<file path="src/design/b64d_pkg.sv">
// ----------------------------------------------------------------------------
// b64d_pkg
// Shared types, constants and the character-to-sextet map for the base64
// stream decoder.
// ----------------------------------------------------------------------------
package b64d_pkg;

	localparam int MaxRes = 4;
	localparam int CntW   = $clog2(MaxRes + 1);
	localparam int PtrW   = $clog2(MaxRes);

	localparam logic [7:0]  PadCode    = 8'h3D;
	localparam logic [7:0]  NulCode    = 8'h00;
	localparam logic [15:0] MaxResetVal = 16'd511;

	typedef enum logic [1:0] {
		ST_OK       = 2'd0,
		ST_BAD_CHAR = 2'd1,
		ST_CAPACITY = 2'd2
	} status_t;

	typedef enum logic [2:0] {
		PH_DECODE = 3'b001,
		PH_DONE   = 3'b010,
		PH_ERR    = 3'b100
	} phase_t;

	typedef struct packed {
		logic       bad;
		logic [5:0] val;
	} sext_t;

	typedef struct packed {
		logic [7:0]  data_byte;
		logic        is_status;
		status_t     status_code;
		logic [15:0] byte_total;
		logic        run_last;
	} res_t;

	typedef struct packed {
		logic [CntW-1:0]        cnt;
		res_t [MaxRes-1:0]      res;
	} batch_t;

	function automatic sext_t sextet(input logic [7:0] c);
		sext_t s;
		logic [7:0] d;
		s.bad = 1'b0;
		d     = 8'd0;
		if (c inside {[8'h41:8'h5A]}) begin
			d = c - 8'h41;
		end else if (c inside {[8'h61:8'h7A]}) begin
			d = c - 8'h61 + 8'd26;
		end else if (c inside {[8'h30:8'h39]}) begin
			d = c - 8'h30 + 8'd52;
		end else if (c == 8'h2B) begin
			d = 8'd62;
		end else if (c == 8'h2F) begin
			d = 8'd63;
		end else begin
			s.bad = 1'b1;
		end
		s.val = d[5:0];
		return s;
	endfunction

endpackage

</file>
<file path="src/design/base64_stream_decoder_top.sv">
// ----------------------------------------------------------------------------
// base64_stream_decoder_top
// Base64 text decoder, one character beat in, one byte or status beat out.
// ----------------------------------------------------------------------------
// Takes one character per cycle when not stalled. A character that completes
// a group of four yields up to three byte beats, and the end_of_text
// character adds a status beat, so one character can yield up to four output
// beats; the single output port drains them one per cycle while out_ready is
// high from a four-entry result register, and the input stalls until the
// last is taken. Zero-beat characters, and one-beat ones while out_ready is
// high, flow at one per cycle. On an error status, byte beats already sent
// for that string are to be discarded by the consumer. max_output_bytes
// (cfg_wdata, reset 511) may be written only while the block is idle.
module base64_stream_decoder_top (
	input  logic        clk,
	input  logic        arst_n,
	input  logic        cfg_we,
	input  logic [15:0] cfg_wdata,
	input  logic        in_valid,
	output logic        in_ready,
	input  logic [7:0]  char_code,
	input  logic        end_of_text,
	output logic        out_valid,
	input  logic        out_ready,
	output logic [7:0]  data_byte,
	output logic        is_status,
	output logic [1:0]  status_code,
	output logic [15:0] byte_total,
	output logic        run_last
);
	import b64d_pkg::*;

	logic   valid_s1;
	logic [7:0] char_s1;
	logic   eot_s1;
	logic   take;
	logic   load_ok;
	batch_t batch;
	res_t   out_res;

	b64d_in_reg u_in_reg (
		.clk         (clk),
		.arst_n      (arst_n),
		.in_valid    (in_valid),
		.in_ready    (in_ready),
		.char_code   (char_code),
		.end_of_text (end_of_text),
		.take        (take),
		.valid_s1    (valid_s1),
		.char_s1     (char_s1),
		.eot_s1      (eot_s1)
	);

	b64d_core u_core (
		.clk       (clk),
		.arst_n    (arst_n),
		.cfg_we    (cfg_we),
		.cfg_wdata (cfg_wdata),
		.valid_s1  (valid_s1),
		.char_s1   (char_s1),
		.eot_s1    (eot_s1),
		.load_ok   (load_ok),
		.take      (take),
		.batch     (batch)
	);

	b64d_out_buf u_out_buf (
		.clk       (clk),
		.arst_n    (arst_n),
		.take      (take),
		.batch     (batch),
		.load_ok   (load_ok),
		.out_valid (out_valid),
		.out_ready (out_ready),
		.out_res   (out_res)
	);

	assign data_byte   = out_res.data_byte;
	assign is_status   = out_res.is_status;
	assign status_code = out_res.status_code;
	assign byte_total  = out_res.byte_total;
	assign run_last    = out_res.run_last;

	a_eot_gives_status: assert property (@(posedge clk) disable iff (!arst_n)
		take && eot_s1 |-> batch.cnt != '0)
		else $error("end of text beat produced no status");

	a_status_is_last: assert property (@(posedge clk) disable iff (!arst_n)
		out_valid && is_status |-> run_last && data_byte == 8'd0)
		else $error("status beat not marked last or carries data");

	a_data_code_ok: assert property (@(posedge clk) disable iff (!arst_n)
		out_valid && !is_status |-> status_code == ST_OK && byte_total != 16'd0)
		else $error("byte beat with bad status code or zero total");

	a_no_take_while_busy: assert property (@(posedge clk) disable iff (!arst_n)
		take && batch.cnt != '0 |-> load_ok)
		else $error("batch loaded over undrained results");

endmodule

</file>
<file path="src/design/b64d_in_reg.sv">
// ----------------------------------------------------------------------------
// b64d_in_reg
// Input register: holds one character beat until the decode stage takes it.
// ----------------------------------------------------------------------------
module b64d_in_reg (
	input  logic       clk,
	input  logic       arst_n,
	input  logic       in_valid,
	output logic       in_ready,
	input  logic [7:0] char_code,
	input  logic       end_of_text,
	input  logic       take,
	output logic       valid_s1,
	output logic [7:0] char_s1,
	output logic       eot_s1
);
	import b64d_pkg::*;

	assign in_ready = !valid_s1 || take;

	always_ff @(posedge clk or negedge arst_n) begin
		if (!arst_n) begin
			valid_s1 <= 1'b0;
		end else if (in_ready) begin
			valid_s1 <= in_valid;
		end
	end

	always_ff @(posedge clk) begin
		if (in_ready && in_valid) begin
			char_s1 <= char_code;
			eot_s1  <= end_of_text;
		end
	end

endmodule

</file>
<file path="src/design/b64d_core.sv">
// ----------------------------------------------------------------------------
// b64d_core
// Group collection, sextet decode, capacity check and per-string state.
// Builds the full result batch for the held character in one pass.
// ----------------------------------------------------------------------------
module b64d_core (
	input  logic            clk,
	input  logic            arst_n,
	input  logic            cfg_we,
	input  logic [15:0]     cfg_wdata,
	input  logic            valid_s1,
	input  logic [7:0]      char_s1,
	input  logic            eot_s1,
	input  logic            load_ok,
	output logic            take,
	output b64d_pkg::batch_t batch
);
	import b64d_pkg::*;

	logic [15:0] max_q;
	logic [7:0]  grp_q [3];
	logic [1:0]  pos_q;
	phase_t      phase_q;
	status_t     err_q;
	logic [15:0] bytes_q;

	sext_t x0, x1, x2, x3;
	logic  p2, p3;
	logic  cap0, cap1, cap2;
	logic  do_grp, store, fin, err_set;
	status_t err_code, err_nxt;
	logic [1:0]  nd;
	logic [CntW-1:0] n;
	logic [7:0]  bytes_v [3];
	logic [15:0] b1, b2;

	assign x0 = sextet(grp_q[0]);
	assign x1 = sextet(grp_q[1]);
	assign x2 = sextet(grp_q[2]);
	assign x3 = sextet(char_s1);
	assign p2 = grp_q[2] == PadCode;
	assign p3 = char_s1 == PadCode;

	assign b1   = bytes_q + 16'd1;
	assign b2   = bytes_q + 16'd2;
	assign cap0 = bytes_q >= max_q;
	assign cap1 = b1 >= max_q;
	assign cap2 = b2 >= max_q;

	assign bytes_v[0] = {x0.val, x1.val[5:4]};
	assign bytes_v[1] = {x1.val[3:0], x2.val[5:2]};
	assign bytes_v[2] = {x2.val[1:0], x3.val};

	always_comb begin
		do_grp   = 1'b0;
		store    = 1'b0;
		fin      = 1'b0;
		err_set  = 1'b0;
		err_code = ST_OK;
		nd       = 2'd0;
		if (phase_q == PH_DECODE) begin
			if (char_s1 == NulCode) begin
				fin = 1'b1;
			end else if (pos_q == 2'd0 && p3) begin
				fin = 1'b1;
			end else if (pos_q != 2'd3) begin
				store = 1'b1;
			end else begin
				do_grp = 1'b1;
			end
		end
		if (do_grp) begin
			if (x0.bad || x1.bad) begin
				err_set = 1'b1; err_code = ST_BAD_CHAR;
			end else if (cap0) begin
				err_set = 1'b1; err_code = ST_CAPACITY;
			end else begin
				nd = 2'd1;
				if (p2) begin
					fin = 1'b1;
				end else if (x2.bad) begin
					err_set = 1'b1; err_code = ST_BAD_CHAR;
				end else if (cap1) begin
					err_set = 1'b1; err_code = ST_CAPACITY;
				end else begin
					nd = 2'd2;
					if (p3) begin
						fin = 1'b1;
					end else if (x3.bad) begin
						err_set = 1'b1; err_code = ST_BAD_CHAR;
					end else if (cap2) begin
						err_set = 1'b1; err_code = ST_CAPACITY;
					end else begin
						nd = 2'd3;
					end
				end
			end
		end
	end

	assign err_nxt = err_set ? err_code : err_q;
	assign n       = CntW'(nd) + CntW'(eot_s1);
	assign take    = valid_s1 && (load_ok || n == '0);

	always_comb begin
		batch.cnt = n;
		for (int k = 0; k < MaxRes; k++) begin
			batch.res[k] = '0;
			if (CntW'(k) < CntW'(nd)) begin
				batch.res[k].data_byte  = bytes_v[k % 3];
				batch.res[k].byte_total = bytes_q + 16'(k + 1);
			end else if (CntW'(k) == CntW'(nd)) begin
				batch.res[k].is_status   = 1'b1;
				batch.res[k].status_code = err_nxt;
				batch.res[k].byte_total  = bytes_q + 16'(nd);
			end
			batch.res[k].run_last = CntW'(k + 1) == n;
		end
	end

	always_ff @(posedge clk or negedge arst_n) begin
		if (!arst_n) begin
			max_q <= MaxResetVal;
		end else if (cfg_we) begin
			max_q <= cfg_wdata;
		end
	end

	always_ff @(posedge clk or negedge arst_n) begin
		if (!arst_n) begin
			grp_q[0] <= '0;
			grp_q[1] <= '0;
			grp_q[2] <= '0;
			pos_q    <= '0;
			phase_q  <= PH_DECODE;
			err_q    <= ST_OK;
			bytes_q  <= '0;
		end else if (take) begin
			if (eot_s1) begin
				grp_q[0] <= '0;
				grp_q[1] <= '0;
				grp_q[2] <= '0;
				pos_q    <= '0;
				phase_q  <= PH_DECODE;
				err_q    <= ST_OK;
				bytes_q  <= '0;
			end else begin
				if (store) begin
					grp_q[pos_q] <= char_s1;
					pos_q        <= pos_q + 2'd1;
				end
				if (do_grp) begin
					pos_q <= '0;
				end
				if (err_set) begin
					phase_q <= PH_ERR;
				end else if (fin) begin
					phase_q <= PH_DONE;
				end
				err_q   <= err_nxt;
				bytes_q <= bytes_q + 16'(nd);
			end
		end
	end

endmodule

</file>
<file path="src/design/b64d_out_buf.sv">
// ----------------------------------------------------------------------------
// b64d_out_buf
// Result register: holds one batch of up to four results and drains it
// one beat per cycle while out_ready is high.
// ----------------------------------------------------------------------------
module b64d_out_buf (
	input  logic             clk,
	input  logic             arst_n,
	input  logic             take,
	input  b64d_pkg::batch_t batch,
	output logic             load_ok,
	output logic             out_valid,
	input  logic             out_ready,
	output b64d_pkg::res_t   out_res
);
	import b64d_pkg::*;

	logic [CntW-1:0] cnt_q;
	logic [PtrW-1:0] rd_q;
	res_t            ent_q [MaxRes];
	logic            pop, load;

	assign out_valid = cnt_q != '0;
	assign pop       = out_valid && out_ready;
	assign load_ok   = cnt_q == '0 || (cnt_q == CntW'(1) && out_ready);
	assign load      = take && batch.cnt != '0;
	assign out_res   = ent_q[rd_q];

	always_ff @(posedge clk or negedge arst_n) begin
		if (!arst_n) begin
			cnt_q <= '0;
			rd_q  <= '0;
		end else if (load) begin
			cnt_q <= batch.cnt;
			rd_q  <= '0;
		end else if (pop) begin
			cnt_q <= cnt_q - CntW'(1);
			rd_q  <= rd_q + PtrW'(1);
		end
	end

	always_ff @(posedge clk) begin
		if (load) begin
			for (int k = 0; k < MaxRes; k++) begin
				ent_q[k] <= batch.res[k];
			end
		end
	end

endmodule
</file>
<file path="config.mk">
export PLATFORM = sky130hd
export DESIGN_NAME = base64_stream_decoder_top
export DESIGN_NICKNAME = d
export VERILOG_FILES = /design/src/design/b64d_pkg.sv /design/src/design/base64_stream_decoder_top.sv /design/src/design/b64d_in_reg.sv /design/src/design/b64d_core.sv /design/src/design/b64d_out_buf.sv
export SDC_FILE = /design/constraint.sdc
export NUM_CORES = 1
export LEC_CHECK = 0
export BUFFER_PORTS_ARGS = -buffer_cell sky130_fd_sc_hd__clkbuf_2
export CORE_ASPECT_RATIO = 1.5
export CORE_UTILIZATION = 40
export CTS_CLUSTER_DIAMETER = 100
export CTS_CLUSTER_SIZE = 12
export DETAILED_ROUTE_END_ITERATION = 6
export PLACE_DENSITY = 0.58
export SLEW_MARGIN = 25
export SYNTH_ARGS = -nofsm -noshare
export SYNTH_HDL_FRONTEND = slang
export SYNTH_SLANG_ARGS = --single-unit
</file>
<file path="constraint.sdc">
create_clock -name clk -period 9.15 [get_ports clk]
set_clock_uncertainty 0.2 [all_clocks]
set_input_delay 0.915 -clock clk [delete_from_list [all_inputs] [get_ports clk]]
set_output_delay 0.915 -clock clk [all_outputs]
set_load 0.02 [all_outputs]
</file>
==> results of run 1 <==
per-stage QoR:
step / cell area [um^2] / power, mW / cells / hold WS (ps)
floorplan: 12150 / 2.190 / 1241 / 263.2
global placement: 12800 / 2.602 / 1641 / 278.5
detailed placement: 12800 / 2.615 / 1641 / 293.4
CTS: 13370 / 3.363 / 1673 / 319.8
global route: 13380 / 3.527 / 1673 / 317.4
finish: 13380 / 3.337 / 1673 / 256.0
worst max path at each step:
stage	from	endpoint	slack, ps	cells after the start
CTS	u_core.bytes_q[2]$_DFFE_PN0N_	u_core.grp_q[10]$_DFFE_PN0P_	1360	21
global route	u_core.bytes_q[2]$_DFFE_PN0N_	u_core.grp_q[9]$_DFFE_PN0P_	870	21
finish	u_core.bytes_q[2]$_DFFE_PN0N_	u_core.grp_q[8]$_DFFE_PN0P_	1260	20
detailed placement	u_core.bytes_q[2]$_DFFE_PN0N_	u_core.grp_q[10]$_DFFE_PN0P_	1400	21
floorplan	u_core.bytes_q[9]$_DFFE_PN0N_	u_out_buf.cnt_q[0]$_DFFE_PN0P_	670	24
global placement	u_core.bytes_q[2]$_DFFE_PN0N_	u_core.grp_q[10]$_DFFE_PN0P_	1490	21
routing by layer:
metal | part of all wire, % | track usage, % | vias up
met3 | 2.7 | 3.417 | 82
met4 | 4.9 | 12.39 | 0
met5 | 0 | 0 | -
li1 | - | - | 4565
met2 | 55 | 44.70 | 214
met1 | 37 | 24.66 | 4660
cells in the mapped netlist, types with 4 or more instances:
master,number
sky130_fd_sc_hd__a211oi_1,11
sky130_fd_sc_hd__buf_1,12
sky130_fd_sc_hd__mux2i_1,32
sky130_fd_sc_hd__or3_1,15
sky130_fd_sc_hd__nor3_1,22
sky130_fd_sc_hd__nand2b_1,14
sky130_fd_sc_hd__buf_2,5
sky130_fd_sc_hd__a22o_1,12
sky130_fd_sc_hd__nor4_1,5
sky130_fd_sc_hd__dfstp_2,10
sky130_fd_sc_hd__nor2b_1,10
sky130_fd_sc_hd__ha_1,97
sky130_fd_sc_hd__nand4_1,17
sky130_fd_sc_hd__o22ai_1,16
sky130_fd_sc_hd__xnor2_1,38
sky130_fd_sc_hd__nor3b_1,8
sky130_fd_sc_hd__a21boi_0,5
sky130_fd_sc_hd__nor2_1,120
sky130_fd_sc_hd__a21oi_1,101
sky130_fd_sc_hd__inv_1,67
sky130_fd_sc_hd__nand2_1,102
sky130_fd_sc_hd__a31oi_1,13
sky130_fd_sc_hd__o21a_1,8
sky130_fd_sc_hd__xor2_1,28
sky130_fd_sc_hd__dfrtp_1,59
sky130_fd_sc_hd__and2_1,14
sky130_fd_sc_hd__clkbuf_1,50
sky130_fd_sc_hd__and3_1,10
sky130_fd_sc_hd__a221oi_1,10
sky130_fd_sc_hd__o21ai_0,86
sky130_fd_sc_hd__o31ai_1,4
sky130_fd_sc_hd__a21o_1,8
sky130_fd_sc_hd__mux4_2,20
sky130_fd_sc_hd__edfxtp_1,113
sky130_fd_sc_hd__nand3_1,26
sky130_fd_sc_hd__o2111ai_1,4
power groups by stage:
stage,registers (mW),logic [mW],clock network [mW]
after floorplan,1.17,1.02,0
after global placement,1.27,1.34,0
after detailed placement,1.27,1.35,0
after CTS,1.25,1.35,0.759
after global routing,1.28,1.46,0.785
final,1.25,1.34,0.747
area by class of cell:
type	instances	area [um^2]
fill	2923	16300
multi-input combinational	921	6481
sequential	182	5134
tap	395	494.2
timing repair buffer	75	434.2
clock buffer	19	432.9
inverter	68	256.5
clock inverter	13	145.1
worst reg2reg max path, cell delays in order, from the launching register on:
cell,delay (ps)
sky130_fd_sc_hd__dfrtp_1,650
sky130_fd_sc_hd__ha_1,370
sky130_fd_sc_hd__nand3_1,220
sky130_fd_sc_hd__nor3_1,540
sky130_fd_sc_hd__nand2_1,260
sky130_fd_sc_hd__xnor2_1,570
sky130_fd_sc_hd__ha_1,360
sky130_fd_sc_hd__a21oi_1,150
sky130_fd_sc_hd__o21ai_0,270
sky130_fd_sc_hd__a221oi_1,590
sky130_fd_sc_hd__nand2_1,190
sky130_fd_sc_hd__or3_1,440
sky130_fd_sc_hd__clkinv_2,140
sky130_fd_sc_hd__ha_1,310
sky130_fd_sc_hd__or3_1,390
sky130_fd_sc_hd__o21ai_0,180
sky130_fd_sc_hd__nand2_1,200
sky130_fd_sc_hd__nor4_1,800
sky130_fd_sc_hd__and2_1,580
sky130_fd_sc_hd__mux2i_1,250
sky130_fd_sc_hd__o22ai_1,110
registers in the layout, indices dropped and copies added (netlist names):
register / cells
u_core.bytes_q: 16
u_core.pos_q: 2
u_core.err_q: 2
u_out_buf.cnt_q: 3
u_in_reg.char_s1: 8
u_out_buf.ent_q: 104
u_core.max_q: 16
u_core.grp_q: 24
u_out_buf.rd_q: 2
u_in_reg.eot_s1: 1
u_core.phase_q: 3
u_in_reg.valid_s1: 1
kinds of logic after synthesis:
group                    after synthesis  share of synthesized area (%)
buffers and inverters                138                          4.478
multiplexers                          54                          6.527
adder cells (fa/ha/maj)               98                          10.15
AND/OR/NAND/NOR                      386                          15.45
XOR/XNOR                              66                          4.757
flip-flops                           182                          42.23
AO/OA/AOI/OAI                        317                          16.40
==> results_dict.tcl, run 1 <==
set metrics [dict create \
    run_status "completed" \
    rsz0062_at_grt "false" \
    synth_nets 1369 \
    crit_path_max_incr_delay_ps 800 \
    postCtsResizedCells 0 \
    setup_viol 0 \
    drt-vias-per-instance 5.691 \
    synth_seq_area_share_pct 42.23 \
    finish.net_count 1393 \
    vias_in_the_first_global_route 9520 \
    htreeDepth 4 \
    max-clock-path-buffers 2 \
    netSwitchingPower_mw 1.356 \
    final_max_slew_viol_count 0 \
    number_of_buffers_added_by_the_clock_tree_synthesis_step 17 \
    synth.top_cells.by_area "sky130_fd_sc_hd__edfxtp_1 28%, sky130_fd_sc_hd__dfrtp_1 12%, sky130_fd_sc_hd__ha_1 10%, sky130_fd_sc_hd__a21oi_1 4.2%, sky130_fd_sc_hd__mux4_2 3.7%" \
    yosys_warnings 0 \
    wire_per_inst_um 20.97 \
    clock_tree_from_tritoncts "done" \
    critical_path.reg2reg.endpoint "u_core.grp_q[8]$_DFFE_PN0P_" \
    grt_first_pass_wirelength_mm 54.61 \
    critPathKind "flop to flop" \
    gr-usage-all-layers_pct 23.68 \
    drt_iter0_markers 519 \
    die-height_um 215.5 \
    maxClockFrequency_mhz 126.7 \
    report.final.hold_viol_count 0 \
    synth.lib_cells_used.distinct 81 \
    remaining_drc_errors 0 \
    synthesis.area_um2 12150 \
    maxSlewHeadroom_pct 31.29 \
    timing.max_cap.violations 0 \
    critical_path.top_delay_family "simple AND/OR/NAND/NOR gates" \
    routed_wirelength_mm 35.08 \
    synth_enable_flop_cells 113 \
    total_leakage_power_nw 5.218 \
    p_int_mw 1.981 \
    p_clk_share_pct 22.4 \
    cp_max_fo 14 \
    cts_sinks 182 \
    cp_cell_sequence "ha_1 -> nand3_1 -> nor3_1 -> nand2_1 -> xnor2_1 -> ha_1 -> a21oi_1 -> o21ai_0 -> a221oi_1 -> nand2_1 -> or3_1 -> clkinv_2 -> ha_1 -> or3_1 -> o21ai_0 -> nand2_1 -> nor4_1 -> and2_1 -> mux2i_1 -> o22ai_1" \
    ff2ff_path_depth 20 \
    synth-seq-cells 182 \
    proportion_of_power_drawn_by_flip_flops_and_latches_pct 37.6 \
    timing.critical_path.slowest_stage_cell "sky130_fd_sc_hd__nor4_1" \
    dp_worst_setup_slack_ps 1402 \
    p_comb_share_pct 40.0 \
    finalCoreUtilization_pct 45.08 \
    setup.reg_to_reg.worst_slack_ps 1260 \
    drive_above_1_share_pct 12.52 \
    clk_transition_reported_paths_ps 70 \
    p_per_area_nw_per_um2 249.5 \
    syn_to_final_growth_pct 10.08 \
    worst-path-buf-inv 1 \
    arrival_ps 8000 \
    final_antenna_net_count 0 \
    num_antenna_cells 0 \
    overflow 0 \
    layout.cells.most_common "sky130_fd_sc_hd__nor2_1" \
    worstReg2RegStart "u_core.bytes_q[2]$_DFFE_PN0N_" \
    dieWidth_um 144.3 \
    finalCriticalPeriod_ps 7891 \
    netlist.top_cell.by_area "sky130_fd_sc_hd__edfxtp_1" \
    synth_async_sr_flop_share_pct 37.91 \
    flip_flop_cell_with_the_highest_count_after_synthesis "sky130_fd_sc_hd__edfxtp_1" \
    avgSynthCellArea_um2 9.793 \
    std_cell_rows 77 \
    cp_capture_type "flop" \
    layout_common_cells "120 x sky130_fd_sc_hd__nor2_1, 113 x sky130_fd_sc_hd__edfxtp_1, 102 x sky130_fd_sc_hd__nand2_1, 101 x sky130_fd_sc_hd__a21oi_1, 97 x sky130_fd_sc_hd__ha_1" \
    cts.repair_timing.setup_buffer_count 0 \
    fp.dieArea_um2 31100 \
    vias 9521 \
    drt_pass1_iterations 5 \
    netSwitchingFraction_pct 40.64 \
    largest_net_degree_at_the_start_of_global_routing 70 \
    initial_antenna_violation_count 0 \
    detailedPlacementHpwl_mm 25.94 \
    layout_setup_ws_ps 1259 \
    floorplan.core_area_um2 29670 \
    setup.worst_path.start_class "flop" \
    floorplan.io_pins 60 \
    vdd_ir_drop_max_mv 0.1462 \
    synth_cells 1241 \
    starting_density_of_the_core_pct 40.96 \
    hold_class "input port to asynchronous set/reset pin" \
    insertion_delay_ps 450 \
    worst_pin_slew_ps 1029 \
    layout_worst_path_cycle_share_pct 86.24 \
    setup_tns_ps 0 \
    routabilityCongestion 0.9494 \
    ctsHoldBuffers 0 \
    worst-endpoint-required_ps 9260 \
    cts-root-buf "sky130_fd_sc_hd__clkbuf_16" \
    port_buffers 59 \
    yosys.area.top_type_share_pct 27.92 \
]
Note: power is estimated with default switching activity, not from simulation.
==> run 2: changes to the inputs <==
Settings changed: PLACE_DENSITY 0.58 to unset.
==> run 2 against run 1 <==
Die area is the same. Largest power group unchanged. Critical path depth increased by 2. Non-clock buffer count stayed put. Sequential power about the same. Largest cell class unchanged. Hold slack gained 16 ps. Wire length down 0.22%. Critical endpoint is now u_core.grp_q[11]$_DFFE_PN0P_. Sequential cell count unchanged.
==> results_dict.tcl, run 2 (same netlist as run 1, synthesis figures left out) <==
set metrics [dict create \
    final_max_slew_viol_count 0 \
    p_per_area_nw_per_um2 248.3 \
    hold_class "input port to asynchronous set/reset pin" \
    drive_above_1_share_pct 12.75 \
    layout.cells.most_common "sky130_fd_sc_hd__nor2_1" \
    gr-usage-all-layers_pct 23.72 \
    layout_setup_ws_ps 1257 \
    cts.repair_timing.setup_buffer_count 0 \
    arrival_ps 8030 \
    floorplan.core_area_um2 29670 \
    final_antenna_net_count 0 \
    biggestRegsByFlops "u_out_buf.ent_q: 104 flops, u_core.grp_q: 24 flops" \
    initial_antenna_violation_count 0 \
    number_of_buffers_added_by_the_clock_tree_synthesis_step 17 \
    remaining_drc_errors 0 \
    setup_viol 0 \
    die-height_um 215.5 \
    setup_tns_ps 0 \
    cts_sinks 182 \
    maxSlewHeadroom_pct 34.61 \
    total_leakage_power_nw 5.230 \
    detailedPlacementHpwl_mm 25.67 \
    starting_density_of_the_core_pct 40.96 \
    power.total_mw 3.326 \
    timing.max_cap.violations 0 \
    largest_register_ffs 104 \
    clock_tree_from_tritoncts "done" \
    vdd_ir_drop_max_mv 0.1564 \
    report.final.hold_viol_count 0 \
    maxClockFrequency_mhz 126.7 \
    std_cell_rows 77 \
    largest_net_degree_at_the_start_of_global_routing 71 \
    overflow 0 \
    finalCriticalPeriod_ps 7893 \
    ctsHoldBuffers 0 \
    drt_iter0_markers 669 \
    dieWidth_um 144.3 \
    drt-vias-per-instance 5.810 \
    timing.hold.ws_ps 271.5 \
    dp_worst_setup_slack_ps 1429 \
    clk_transition_reported_paths_ps 80 \
    cp_max_fo 38 \
    grt_first_pass_wirelength_mm 54.62 \
    finish.net_count 1393 \
    htreeDepth 4 \
    port_buffers 59 \
    rsz0062_at_grt "false" \
    vias 9720 \
    layout_common_cells "120 x sky130_fd_sc_hd__nor2_1, 113 x sky130_fd_sc_hd__edfxtp_1, 102 x sky130_fd_sc_hd__nand2_1, 101 x sky130_fd_sc_hd__a21oi_1, 97 x sky130_fd_sc_hd__ha_1" \
    routed_wirelength_mm 35.01 \
    drt_pass1_iterations 5 \
    insertion_delay_ps 470 \
    fp.dieArea_um2 31100 \
    worst-endpoint-required_ps 9290 \
    place_inst 1641 \
    wire_per_inst_um 20.92 \
    regMostFlops "u_out_buf.ent_q" \
    critPathKind "flop to flop" \
    setup.worst_path.start_class "flop" \
    cp_capture_type "flop" \
    finish.cell_count_without_fillers 1673 \
    syn_to_final_growth_pct 10.23 \
    layout_worst_path_cycle_share_pct 86.27 \
    worst_pin_slew_ps 971.9 \
    num_antenna_cells 0 \
    run_status "completed" \
    floorplan.io_pins 60 \
    cts-root-buf "sky130_fd_sc_hd__clkbuf_16" \
    max-clock-path-buffers 2 \
    postCtsResizedCells 0 \
    routabilityCongestion 0.9619 \
    vias_in_the_first_global_route 9814 \
]
[run 2: changes by cell type in the layout (fill, tap and decap cells not counted), sizes merged]
cell / previous run / this run
bufinv: 2 / 0
clkinv: 6 / 3
clkinvlp: 2 / 1
inv: 71 / 77
[run 2: routing by layer]
layer | wire length [um] | track usage (%) | vias to the layer above | part of all wire, %
met3 | 1034 | 3.106 | 114 | 3.0
li1 | - | - | 4579 | -
met4 | 2041 | 14.63 | 0 | 5.8
met2 | 18980 | 43.93 | 276 | 54
met5 | 0 | 0 | - | 0
met1 | 12950 | 24.75 | 4751 | 37
[run 2: layout make-up]
type                            instances  area [um^2]
Sequential cell                       182         5136
Timing Repair Buffer                   75        434.2
Fill cell                            2948        16280
Clock inverter                         13        117.6
Inverter                               68        256.5
Multi-Input combinational cell        921         6494
Clock buffer                           19        464.2
Tap cell                              395        494.2
[run 2: report_power, final]
group	switching [mW]	total [mW]	leakage, nW	internal [mW]
clock	0.359	0.742	0.287	0.383
combinational	0.794	1.31	3.00	0.513
sequential	0.217	1.28	1.94	1.06
total	1.37	3.33	5.23	1.96
[run 2: per-stage QoR]
stage,util (%),cell area (um^2)
after floorplan,-,12150
after global placement,43.12,12800
after detailed placement,43.13,12800
after CTS,45.09,13380
after global routing,45.15,13400
final,45.15,13400
[run 2: path summary, 6_finish.rpt]
path | start | endpoint | slack, ps | depth (start not counted)
worst max-delay path | u_core.bytes_q[2]$_DFFE_PN0N_ | u_core.grp_q[11]$_DFFE_PN0P_ | 1260 | 22
worst min-delay path | arst_n | u_out_buf.cnt_q[2]$_DFFE_PN0P_ | 270 | 1
worst max register to register | u_core.bytes_q[2]$_DFFE_PN0N_ | u_core.grp_q[11]$_DFFE_PN0P_ | 1260 | 22
worst min register to register | u_core.err_q[0]$_DFFE_PN0N_ | u_core.err_q[0]$_DFFE_PN0N_ | 310 | 1
max in group asynchronous | arst_n | u_out_buf.rd_q[0]$_DFFE_PN0P_ | 7940 | 1
min in group clk | u_core.err_q[0]$_DFFE_PN0N_ | u_core.err_q[0]$_DFFE_PN0N_ | 310 | 1
[run 2: worst max-delay path: stages (launching register included)]
cell and delay [ps]:
sky130_fd_sc_hd__dfrtp_1 640, sky130_fd_sc_hd__ha_1 360, sky130_fd_sc_hd__nand3_1 210, sky130_fd_sc_hd__nor3_1 670
sky130_fd_sc_hd__nand2_1 310, sky130_fd_sc_hd__xnor2_1 450, sky130_fd_sc_hd__ha_1 330, sky130_fd_sc_hd__a21oi_1 140
sky130_fd_sc_hd__o21ai_0 140, sky130_fd_sc_hd__a221oi_1 550, sky130_fd_sc_hd__nand2_1 190, sky130_fd_sc_hd__nor2_2 200
sky130_fd_sc_hd__a21oi_1 110, sky130_fd_sc_hd__ha_1 230, sky130_fd_sc_hd__ha_1 340, sky130_fd_sc_hd__or3_1 380
sky130_fd_sc_hd__o21ai_0 170, sky130_fd_sc_hd__nand2_1 100, sky130_fd_sc_hd__buf_4 280, sky130_fd_sc_hd__nor4_1 810
sky130_fd_sc_hd__and2_1 560, sky130_fd_sc_hd__mux2i_1 260, sky130_fd_sc_hd__o22ai_1 100
==> run 3: changes to the inputs <==
Settings changed: RECOVER_POWER set to 100.
==> run 3 against run 2 <==
Sequential cell count stayed put. Via count is 0.81% lower. Wire length hardly changed. Cell count stayed put. Hold slack better by 29 ps. Non-clock buffer count stayed put. The flow now finishes with violations (capacitance limit, slew limit). Utilization is 0.32 points lower. Maximum frequency is 2.2% lower.
==> results_dict.tcl, run 3 (same netlist as run 1, synthesis figures left out) <==
set metrics [dict create \
    run_status "finished with violations" \
    failing_checks "capacitance limit, slew limit" \
    clock_tree_from_tritoncts "done" \
    setup_tns_ps 0 \
    insertion_delay_ps 460 \
    cp_cell_sequence "ha_1 -> nand3_1 -> nor3_1 -> nand2_1 -> xnor2_1 -> ha_1 -> a21oi_1 -> o21ai_0 -> a221oi_1 -> nand2_1 -> or3_1 -> clkinvlp_2 -> ha_1 -> or3_1 -> o21ai_0 -> and3_1 -> buf_12 -> nor4_1 -> a221o_1" \
    setup.worst_path.start_class "flop" \
    drt_iter0_markers 615 \
    std_cell_rows 77 \
    cts.repair_timing.setup_buffer_count 0 \
    drt-vias-per-instance 5.763 \
    largest_register_ffs 104 \
    finish.net_count 1393 \
    place_inst 1641 \
    multi_input_area_um2 6460 \
    layout_common_cells "121 x sky130_fd_sc_hd__nor2_1, 113 x sky130_fd_sc_hd__edfxtp_1, 103 x sky130_fd_sc_hd__nand2_1, 102 x sky130_fd_sc_hd__a21oi_1, 97 x sky130_fd_sc_hd__ha_1" \
    maxClockFrequency_mhz 123.9 \
    regMostFlops "u_out_buf.ent_q" \
    postCtsResizedCells 0 \
    cp_max_fo 70 \
    clk_transition_reported_paths_ps 70 \
    drive_above_1_share_pct 9.624 \
    largest_net_degree_at_the_start_of_global_routing 71 \
    finalCriticalPeriod_ps 8071 \
    remaining_drc_errors 0 \
    max-clock-path-buffers 2 \
    starting_density_of_the_core_pct 40.96 \
    ctsHoldBuffers 0 \
    overflow 0 \
    cts_sinks 182 \
    arrival_ps 8220 \
    vias_in_the_first_global_route 9814 \
    layout_setup_ws_ps 1079 \
    worst_pin_slew_ps 4288 \
    die-height_um 215.5 \
    wire_per_inst_um 20.93 \
    setup_viol 0 \
    timing.critical_path.slowest_stage_cell "sky130_fd_sc_hd__and3_1" \
    routed_wirelength_mm 35.01 \
    regArea_um2 5132 \
    hold_class "flop to flop" \
    critPathKind "flop to flop" \
    finish.cell_count_without_fillers 1673 \
    timing.max_cap.violations 4 \
    crit_path_max_incr_delay_ps 1570 \
    rsz0062_at_grt "false" \
    gr-usage-all-layers_pct 23.72 \
    drt_pass1_iterations 5 \
    detailedPlacementHpwl_mm 25.67 \
    biggestRegsByFlops "u_out_buf.ent_q: 104 flops, u_core.grp_q: 24 flops" \
    syn_to_final_growth_pct 9.462 \
    worst-endpoint-required_ps 9300 \
    vdd_ir_drop_max_mv 0.1561 \
    report.final.hold_viol_count 0 \
    layout_worst_path_cycle_share_pct 88.21 \
    p_per_area_nw_per_um2 248.4 \
    routabilityCongestion 0.9619 \
    final_max_slew_viol_count 169 \
    cp_capture_type "flop" \
    total_leakage_power_nw 5.101 \
    initial_antenna_violation_count 0 \
    final_antenna_net_count 0 \
    dp_worst_setup_slack_ps 1429 \
    htreeDepth 4 \
    layout.cells.most_common "sky130_fd_sc_hd__nor2_1" \
    grt_first_pass_wirelength_mm 54.62 \
    fill_cell_instance_count_of_the_final_layout 2976 \
    critical_path.most_common_cell "sky130_fd_sc_hd__ha_1" \
    finalCoreUtilization_pct 44.83 \
    floorplan.core_area_um2 29670 \
    port_buffers 59 \
    num_antenna_cells 0 \
    dieWidth_um 144.3 \
    maxSlewHeadroom_pct -185.8 \
    fp.dieArea_um2 31100 \
    vias 9641 \
    number_of_buffers_added_by_the_clock_tree_synthesis_step 17 \
    cts-root-buf "sky130_fd_sc_hd__clkbuf_16" \
    floorplan.io_pins 60 \
]
-- run 3: cell count changes in the layout (fill, tap and decap cells not counted), sizes merged --
cell      delta
buf          -4
clkbuf       +4
clkinv       -1
clkinvlp     +1
-- run 3: critical path, delay by kind of cell, from the launching register on --
kind                     cells  cell delay, ps
AO/OA/AOI/OAI                5            1230
AND/OR/NAND/NOR              8            3800
adder cells (fa/ha/maj)      3            1010
buffers and inverters        2             610
flip-flops                   1             650
XOR/XNOR                     1             430
-- run 3: routing by layer --
metal	vias to the layer above	global-route usage, %	wire [um]
li1	4581	-	-
met1	4730	24.75	13150
met2	226	43.93	18970
met3	104	3.106	997
met4	0	14.63	1894
met5	-	0	0
-- run 3: final cells by class --
cell class | instances | share of cell area [%]
Timing Repair Buffer | 75 | 2.840
Inverter | 68 | 1.928
Sequential cell | 182 | 38.58
Multi-Input combinational cell | 921 | 48.56
Tap cell | 395 | 3.715
Clock buffer | 19 | 3.489
Clock inverter | 13 | 0.8841
-- run 3: path summary, 6_finish.rpt --
path                                               startpoint                              to  slack [ps]  cells past startpoint
worst min-delay path              u_core.err_q[0]$_DFFE_PN0N_     u_core.err_q[0]$_DFFE_PN0N_         300                      1
max in group asynchronous                              arst_n    u_core.max_q[12]$_DFFE_PN0P_        4590                      1
worst max register to register  u_core.bytes_q[2]$_DFFE_PN0N_  u_out_buf.cnt_q[2]$_DFFE_PN0P_        1080                     19
worst max-delay path            u_core.bytes_q[2]$_DFFE_PN0N_  u_out_buf.cnt_q[2]$_DFFE_PN0P_        1080                     19
worst min register to register    u_core.err_q[0]$_DFFE_PN0N_     u_core.err_q[0]$_DFFE_PN0N_         300                      1
min in group asynchronous                              arst_n  u_out_buf.cnt_q[2]$_DFFE_PN0P_        1750                      1
-- run 3: power by group --
group          internal (mW)  total, mW  leakage (nW)  switching (mW)
combinational          0.494       1.28          2.87           0.789
clock                  0.383      0.742         0.287           0.359
sequential              1.06       1.28          1.94           0.218
total                   1.94       3.30          5.10            1.37
-- run 3: metrics by stage --
step / hold slack, ps / area [um^2] / power (mW)
2_1_floorplan: 263.2 / 12150 / 2.190
3_3_place_gp: 278.0 / 12800 / 2.581
3_5_place_dp: 285.9 / 12800 / 2.601
4_1_cts: 302.3 / 13380 / 3.345
5_1_grt: 332.7 / 13300 / 3.499
6_report: 300.3 / 13300 / 3.304
